**config.mk**
```make
export PLATFORM = sky130hd
export DESIGN_NAME = eig_sqrt_cell
export DESIGN_NICKNAME = d
export VERILOG_FILES = /design/src/design/eig_sqrt_cell.sv
export SDC_FILE = /design/constraint.sdc
export NUM_CORES = 1
export LEC_CHECK = 0
export BUFFER_PORTS_ARGS = -buffer_cell sky130_fd_sc_hd__buf_4
export CORE_ASPECT_RATIO = 0.6
export CORE_MARGIN = 1
export CORE_UTILIZATION = 41
export CTS_CLUSTER_SIZE = 40
export DETAILED_ROUTE_END_ITERATION = 6
export PLACE_DENSITY = 0.81
export RECOVER_POWER = 100
export SETUP_SLACK_MARGIN = 0.4
export SLEW_MARGIN = 5
export SYNTH_ARGS = -nofsm -noshare
export SYNTH_HDL_FRONTEND = slang
export SYNTH_SLANG_ARGS = --single-unit
```
**constraint.sdc**
```tcl
create_clock -name clock -period 5 [get_ports clock]
set_input_delay 0.5 -clock clock [delete_from_list [all_inputs] [get_ports clock]]
set_output_delay 0.5 -clock clock [all_outputs]
set_load 0.05 [all_outputs]
```
**src/design/eig_sqrt_cell.sv**
```systemverilog
`timescale 1ns / 1ps

module eig_sqrt_cell #(
   parameter int RAD_W  = 66,
   parameter int ROOT_W = 33,
   parameter int SIDE_W = 35
) (
   input  logic              clock,
   input  logic              en,
   input  logic [RAD_W-1:0]  rad_i,
   input  logic [ROOT_W+1:0] rem_i,
   input  logic [ROOT_W-1:0] root_i,
   input  logic [SIDE_W-1:0] side_i,
   output logic [RAD_W-1:0]  rad_o,
   output logic [ROOT_W+1:0] rem_o,
   output logic [ROOT_W-1:0] root_o,
   output logic [SIDE_W-1:0] side_o
);

   logic [ROOT_W+3:0] cur;
   logic [ROOT_W+4:0] trial;
   logic              fits;

   // bring down two radicand bits and try the next root bit
   always_comb begin
      cur   = {rem_i, rad_i[RAD_W-1 -: 2]};
      trial = {1'b0, cur} - {3'b000, root_i, 2'b01};
      fits  = ~trial[ROOT_W+4];
   end

   // one root bit per cell, handed on to the neighbor
   always_ff @(posedge clock) begin
      if (en) begin
         rad_o  <= {rad_i[RAD_W-3:0], 2'b00};
         rem_o  <= fits ? trial[ROOT_W+1:0] : cur[ROOT_W+1:0];
         root_o <= {root_i[ROOT_W-2:0], fits};
         side_o <= side_i;
      end
   end

endmodule

```
# Word level (Yosys, flattened, before mapping)
# Index checks and enable logic that the tools add are counted.
[op_classes]
order_cmp = 0
reduce_logical = 0
multipliers = 0
n_div = 0
bitwise = 1
muxes = 1
n_eq_ne = 0
shifts = 0
n_addsub = 1
[ops]
columns = ["operator", "n"]
rows = [
  ["$sub A37 B35 Y38", 1],
  ["$mux W35", 1],
  ["$not A1 Y1", 1],
]
[totals]
latch_bits = 0
romBits = 0
mem_count = 0
ramBits = 0
register_bits = 167
input_bits = 171
out_inout_bits = 169
wordCells = 7

# Logic depth before layout (Yosys ltp)
# Gate-level depths: netlist of the first run.
[logic_depth]
word_depth = 2
mapped_depth = 13
depth_no_buf = 11

# Worst setup path before layout of the first run
# No wires, ideal clock.
[synth_timing]
path_type = "input-to-reg"
from = "in root_i[1]"
to = "reg rem_o[18] (data pin)"
arrival_ps = 2562
cell_stages = 11
required_ps = 4740
setup_ps = 260
path_slack_ps = 2178
n_path_buf = 1
path_cell_list = "inv_1 -> ha_1 -> or3_4 -> o221a_4 -> a211oi_4 -> o21ai_2 -> o2111ai_2 -> a21o_4 -> inv_4 -> buf_6 -> mux2_4"
[synth_between]
elab_chain_len = 2
[synth_lines]
columns = ["element", "line_no", "rtl"]
rows = [
  ["start, declared", "12", "input logic [ROOT_W-1:0] root_i,"],
  ["$sub A37 B35 Y38", "27", "trial = {1'b0, cur} - {3'b000, root_i, 2'b01};"],
  ["$mux W35", "35", "rem_o <= fits ? trial[ROOT_W+1:0] : cur[ROOT_W+1:0];"],
  ["end signal, assigned", "35", ""],
  ["end, declared", "15", "output logic [ROOT_W+1:0] rem_o,"],
]
# Every way passes these cells.
# A chain may end at the register's enable or synchronous reset.

# Worst setup path in the final report of the first run
# Same ends and word-level chain as after synthesis.

==> results of run 1 <==
-- flip-flops by register name (all words and copies together), names as in the netlist --
name    count
rad_o      64
rem_o      35
root_o     33
side_o     35
-- per-stage QoR --
stage | std cells | area [um2] | hold WS, ns | total power, mW
floorplan | 534 | 7360 | 0.599 | 2.53
global placement | 1097 | 10100 | 0.678 | 2.93
detailed placement | 1097 | 10100 | 0.679 | 2.95
CTS | 1129 | 10800 | 0.236 | 4.32
global route | 1129 | 10000 | 0.247 | 4.31
finish | 1129 | 10000 | 0.274 | 4.15
-- kinds of logic (layout without fill, tap and decap cells) --
logic type / Yosys count / after routing / synth area share, %
AO/OA/AOI/OAI: 123 / 123 / 11.1
XOR/XNOR: 29 / 29 / 3.45
adder cells (fa/ha/maj): 34 / 34 / 5.78
buffers and inverters: 61 / 422 / 3.57
flip-flops: 167 / 167 / 68.1
multiplexers: 5 / 5 / 0.816
other: 1 / 2 / 0.0509
AND/OR/NAND/NOR: 113 / 113 / 7.09
-- routing by layer --
| layer | track usage (%) | wire length [um] | up-vias |
|---|---|---|---|
| met5 | 0 | 0 | - |
| met4 | 3.79 | 121 | 0 |
| met3 | 5.38 | 1260 | 8 |
| met2 | 33.4 | 9180 | 206 |
| met1 | 26.5 | 8300 | 2600 |
| li1 | - | - | 2688 |
-- cells in the final DEF, fill, tap and decap left out, drive strengths merged, types with 2 or more instances in the layout --
cell | synthesis | routed
a211oi | 5 | 5
a21o | 9 | 9
a21oi | 47 | 47
a311oi | 2 | 2
a31oi | 6 | 6
and3 | 3 | 3
and4 | 2 | 2
buf | 6 | 39
clkbuf | 4 | 317
clkinv | 0 | 6
conb | 1 | 2
edfxtp | 167 | 167
ha | 34 | 34
inv | 51 | 58
mux2 | 5 | 5
nand2 | 27 | 27
nand2b | 2 | 2
nand3 | 8 | 8
nand4 | 3 | 3
nor2 | 45 | 45
nor2b | 5 | 5
nor3 | 9 | 9
o2111ai | 2 | 2
o211ai | 2 | 2
o21a | 5 | 5
o21ai | 17 | 17
o21bai | 10 | 10
o22ai | 2 | 2
o31ai | 6 | 6
or2 | 2 | 2
or3 | 3 | 3
xnor2 | 22 | 22
xor2 | 7 | 7
-- worst max-delay path, delay by kind of cell --
kind,cells,cell delay [ns]
AOI/OAI and AO/OA,5,1.79
buffers and inverters,3,0.49
muxes,1,0.41
and+or+nand+nor,1,0.40
adders and majority gates,1,0.21
-- where the power goes --
part / leakage (nW) / internal [mW] / switching (mW)
registers: 1.64 / 1.71 / 0.0376
clock network: 0.302 / 0.731 / 0.637
logic: 2.07 / 0.262 / 0.776
total: 4.01 / 2.70 / 1.45
-- final timing paths --
kind	start	end	slack, ns	cells after the start
worst min-delay path	rad_i[35]	rad_o[37]	0.27	1
worst max-delay path	root_i[1]	rem_o[18]	1.32	11
-- area by class of cell --
type                       count  area, um2  share of cell area, %
inverter                      51        194                   1.93
clock inverter                15        201                   2.00
sequential                   167       5010                   49.9
timing repair buffer         339       1870                   18.7
multi-input combinational    306       2050                   20.4
clock buffer                  17        425                   4.23
tap                          234        293                   2.91
==> metrics.cfg, run 1 <==
[detailed_routing]
num_vias=5502
first_pass_iters=5
wirelength_mm=18.9
vias_per_cell=4.87
ant_nets=0
drc=0
routedWlPerCell_um=16.7
drtIter0Drc=335

[clock_tree]
numCtsBuffers=17
ctsHoldBuffers=0
cts-root-buf=clkbuf_16
cts_buffer_depth=2
clk_pin_slew_ns=0.08
h-tree-depth=4
cts_setup_buffers=0
cts_tree=built
cts_resized=0
cts_sinks=167

[power]
peakVddDrop_v=0.000250
power.density_nw_per_um2=413
p_leak_nw=4.01

[sta]
setup_tns_ns=0
drv_slew=133
max_freq_mhz=272
hold_violations=0
worst_pin_slew_ns=2.39
min_period_ns=3.68
relSlewSlack_pct=-59.3
fin_ws_ns=1.32
min_period_over_period_pct=73.5
finalSetupViolations=0
grt_setup_unrepaired=false

[synthesis]
synth_cells=533
synth_top_area_share_pct=68.1
netlist_top_cells_count=edfxtp_1 (167), inv_1 (50), a21oi_1 (47), nor2_1 (45), ha_1 (34)
synth_area_leaders=edfxtp_1 (68%), ha_1 (5.8%), a21oi_1 (3.2%)
synth_edf_count=167
yosysMostFrequentCell=edfxtp_1
syn_avg_cell_area_um2=13.8
synthFlopType=edfxtp_1
syn_area_um2=7360
ys_seq_area_share_pct=68.1
ys_ff_latch=167
ys_warn_count=0
synth_top_cell_by_area=edfxtp_1
async_reset_ff_share_pct=0
yosysUniqueCellTypes=56

[setup_path]
criticalPathCategory=in2reg
crit_fanout=52
start_kind=input port
crit_arrival_ns=3.84
slowest_stage=a211oi_1
slowest_delay_ns=0.53
crit_path_end_kind=flop
worst_ep_required_time_ns=5.16
crit_chain=clkbuf_1, inv_1, ha_1, or3_1, o221a_2, a211oi_1, o21ai_0, o2111ai_2, a21o_1, inv_4, mux2_1

[cells_and_area]
areaGrowthSynthToFinish_pct=36.5
drive_gt1_share_pct=22.8
diodes=0
nNetsFinal=1087
fill_cells=1585
fin_util_pct=57.9

[global_routing]
overflow=0
track_usage_pct=20.1
grt_start_max_net_pins=97
grt_pass1_wl_mm=28.4
grt_pass1_vias=5304
antenna_found_initial=0

[floorplanning]
start_util_pct=42.4
die_height_um=106
core_area_um2=17400
dieWidth_um=175
die-area_um2=18500
rows=37
io_pins=340

[placement]
place_congestion=0.860
pre_cts_ws_ns=1.64
dp.final_hpwl_mm=14.5
port_buffers=337

[worst_hold_path]
hold_class=in2reg

[flow_run]
cap_violations=2

[outcome]
outcome=finished with violations
violations=max-capacitance violations, max-slew violations

Note: power is estimated with default switching activity, not from simulation.
==> run 2, diff against run 1 <==
PLACE_DENSITY = 0.83   (was 0.81)
clock period = 3.1 ns   (was 5 ns; I/O delays follow)
==> run 2 against run 1 <==
Compared with the run above: the flow still finishes with violations (max-capacitance violations, max-slew violations); via count increased by 0.75%; routed wire length decreased by 0.69%; clock power increased by 68%; critical endpoint is now rem_o[13]; final cell count increased by 0.27%; first-iteration DRC count increased by 34%; combinational power increased by 63%; highest routed layer unchanged.
==> metrics.cfg, run 2 (same netlist as run 1, synthesis figures left out) <==
[outcome]
outcome=finished with violations  ; unchanged
violations=max-capacitance violations, max-slew violations  ; unchanged

[floorplanning]
die-area_um2=18500  ; unchanged
rows=37  ; unchanged
core_area_um2=17400  ; unchanged
die_height_um=106  ; unchanged
start_util_pct=42.4  ; unchanged
io_pins=340  ; unchanged
dieWidth_um=175  ; unchanged

[worst_hold_path]
hold_path.startpoint=rad_i[24]  ; was rad_i[35]
hold_class=in2reg  ; unchanged

[detailed_routing]
num_vias=5543  ; was 5502
vias_per_cell=4.90  ; was 4.87
drc=0  ; unchanged
ant_nets=0  ; unchanged
routedWlPerCell_um=16.5  ; was 16.7 um
first_pass_iters=4  ; was 5
drtIter0Drc=448  ; was 335
wirelength_mm=18.7  ; was 18.9 mm

[sta]
setup_tns_ns=0  ; unchanged
min_period_ns=2.70
worst_pin_slew_ns=1.73  ; was 2.39 ns
hold_violations=0  ; unchanged
min_period_over_period_pct=87.1
max_freq_mhz=370
fin_ws_ns=0.399  ; was 1.32 ns
grt_setup_unrepaired=false  ; unchanged
drv_slew=68  ; was 133
finalSetupViolations=0  ; unchanged
relSlewSlack_pct=-15.0  ; was -59.3%

[clock_tree]
clk_pin_slew_ns=0.08  ; about the same
cts_setup_buffers=0  ; unchanged
cts_resized=0  ; unchanged
cts_buffer_depth=2  ; unchanged
cts_sinks=167  ; unchanged
cts-root-buf=clkbuf_16  ; unchanged
cts_tree=built  ; unchanged
numCtsBuffers=17  ; unchanged
ctsHoldBuffers=0  ; unchanged
h-tree-depth=4  ; unchanged

[cells_and_area]
nNetsFinal=1089  ; was 1087
final_cell_mix=clkbuf_1 (177), edfxtp_1 (167), clkbuf_4 (121)  ; was clkbuf_1 (178), edfxtp_1 (167), clkbuf_4 (121)
layout_top_registers=rad_o (64), rem_o (35), side_o (35)  ; unchanged
drive_gt1_share_pct=23.2  ; was 22.8%
final_common_cell=clkbuf_1  ; unchanged
largest_register_ffs=64  ; unchanged
areaGrowthSynthToFinish_pct=37.5  ; was 36.5%
largest-register=rad_o  ; unchanged

[placement]
port_buffers=337  ; unchanged
dp.final_hpwl_mm=14.3  ; was 14.5 mm
pre_cts_ws_ns=0.0996  ; was 1.64 ns
place_congestion=0.871  ; was 0.860

[global_routing]
overflow=0  ; unchanged
antenna_found_initial=0  ; unchanged
grt_start_max_net_pins=68  ; was 97
grt_pass1_vias=5301  ; was 5304
grt.met3_usage_pct=6.42  ; was 5.38%
track_usage_pct=20.0  ; was 20.1%
grt_util_met1_pct=25.2  ; was 26.5%
grt_use_met2_pct=33.4  ; about the same
top_usage_layer=met2  ; unchanged
grt_pass1_wl_mm=28.3  ; was 28.4 mm

[power]
p_leak_nw=4.04  ; was 4.01 nW
power.density_nw_per_um2=671  ; was 413 nW/um2
peakVddDrop_v=0.000337  ; was 0.000250 V

[setup_path]
worst_ep_required_time_ns=3.24  ; was 5.16 ns
path_common_cell=o21ai_0
startpoint=root_i[1]  ; unchanged
start_kind=input port  ; unchanged
slowest_delay_ns=0.41  ; was 0.53 ns
slowest_stage=or3_1  ; was a211oi_1
crit_fanout=13  ; was 52
criticalPathCategory=in2reg  ; unchanged
crit_chain=clkbuf_4, inv_1, ha_1, or3_1, o221a_1, a211oi_4, o21ai_0, o2111ai_1, a21o_4, clkbuf_2, o21ai_0  ; was clkbuf_1, inv_1, ha_1, or3_1, o221a_2, a211oi_1, o21ai_0, o2111ai_2, a21o_1, inv_4, mux2_1
crit_path_end_kind=flop  ; unchanged
crit_arrival_ns=2.84  ; was 3.84 ns

[flow_run]
cap_violations=1  ; was 2

run 2: stage by stage:
stage	cells	hold slack (ns)	area (um2)	util, %	power (mW)
2_1_floorplan	534	0.409	7360	-	4.09
3_5_place_dp	1099	0.489	10200	58.7	4.77
6_report	1132	0.0832	10100	58.3	6.79
3_3_place_gp	1099	0.488	10200	58.7	4.74
4_1_cts	1131	0.0457	10800	62.4	7.08
5_1_grt	1131	0.0575	10100	58.3	7.07
run 2: layout make-up:
type,instances,area (um2)
inverter,51,194
clock buffer,17,425
sequential,167,5010
antenna,1,2.50
timing repair buffer,341,1900
clock inverter,15,225
fill,1597,7240
multi-input combinational,306,2070
tap,234,293
run 2: routing by layer:
metal	share of wire, %	vias to the layer above
met2	48	226
met5	0	-
met4	0.80	0
li1	-	2681
met1	43	2624
met3	8.1	12
run 2: report_power, final:
part / total (mW) / internal [mW] / switching, mW / leakage, nW
combinational: 1.69 / 0.430 / 1.26 / 2.09
clock: 2.30 / 1.26 / 1.03 / 0.313
sequential: 2.81 / 2.75 / 0.0571 / 1.64
total: 6.79 / 4.44 / 2.35 / 4.04
run 2: critical path, delay by kind of cell:
kind,cells,cell delay [ns]
compound gates,6,1.45
buf+inv,3,0.46
fa+ha+maj,1,0.21
simple gates,1,0.41
run 2: path summary, 6_finish.rpt:
kind,end,cells after the start,slack (ns)
setup / recovery,rem_o[13],11,0.40
hold / removal,rad_o[26],1,0.08
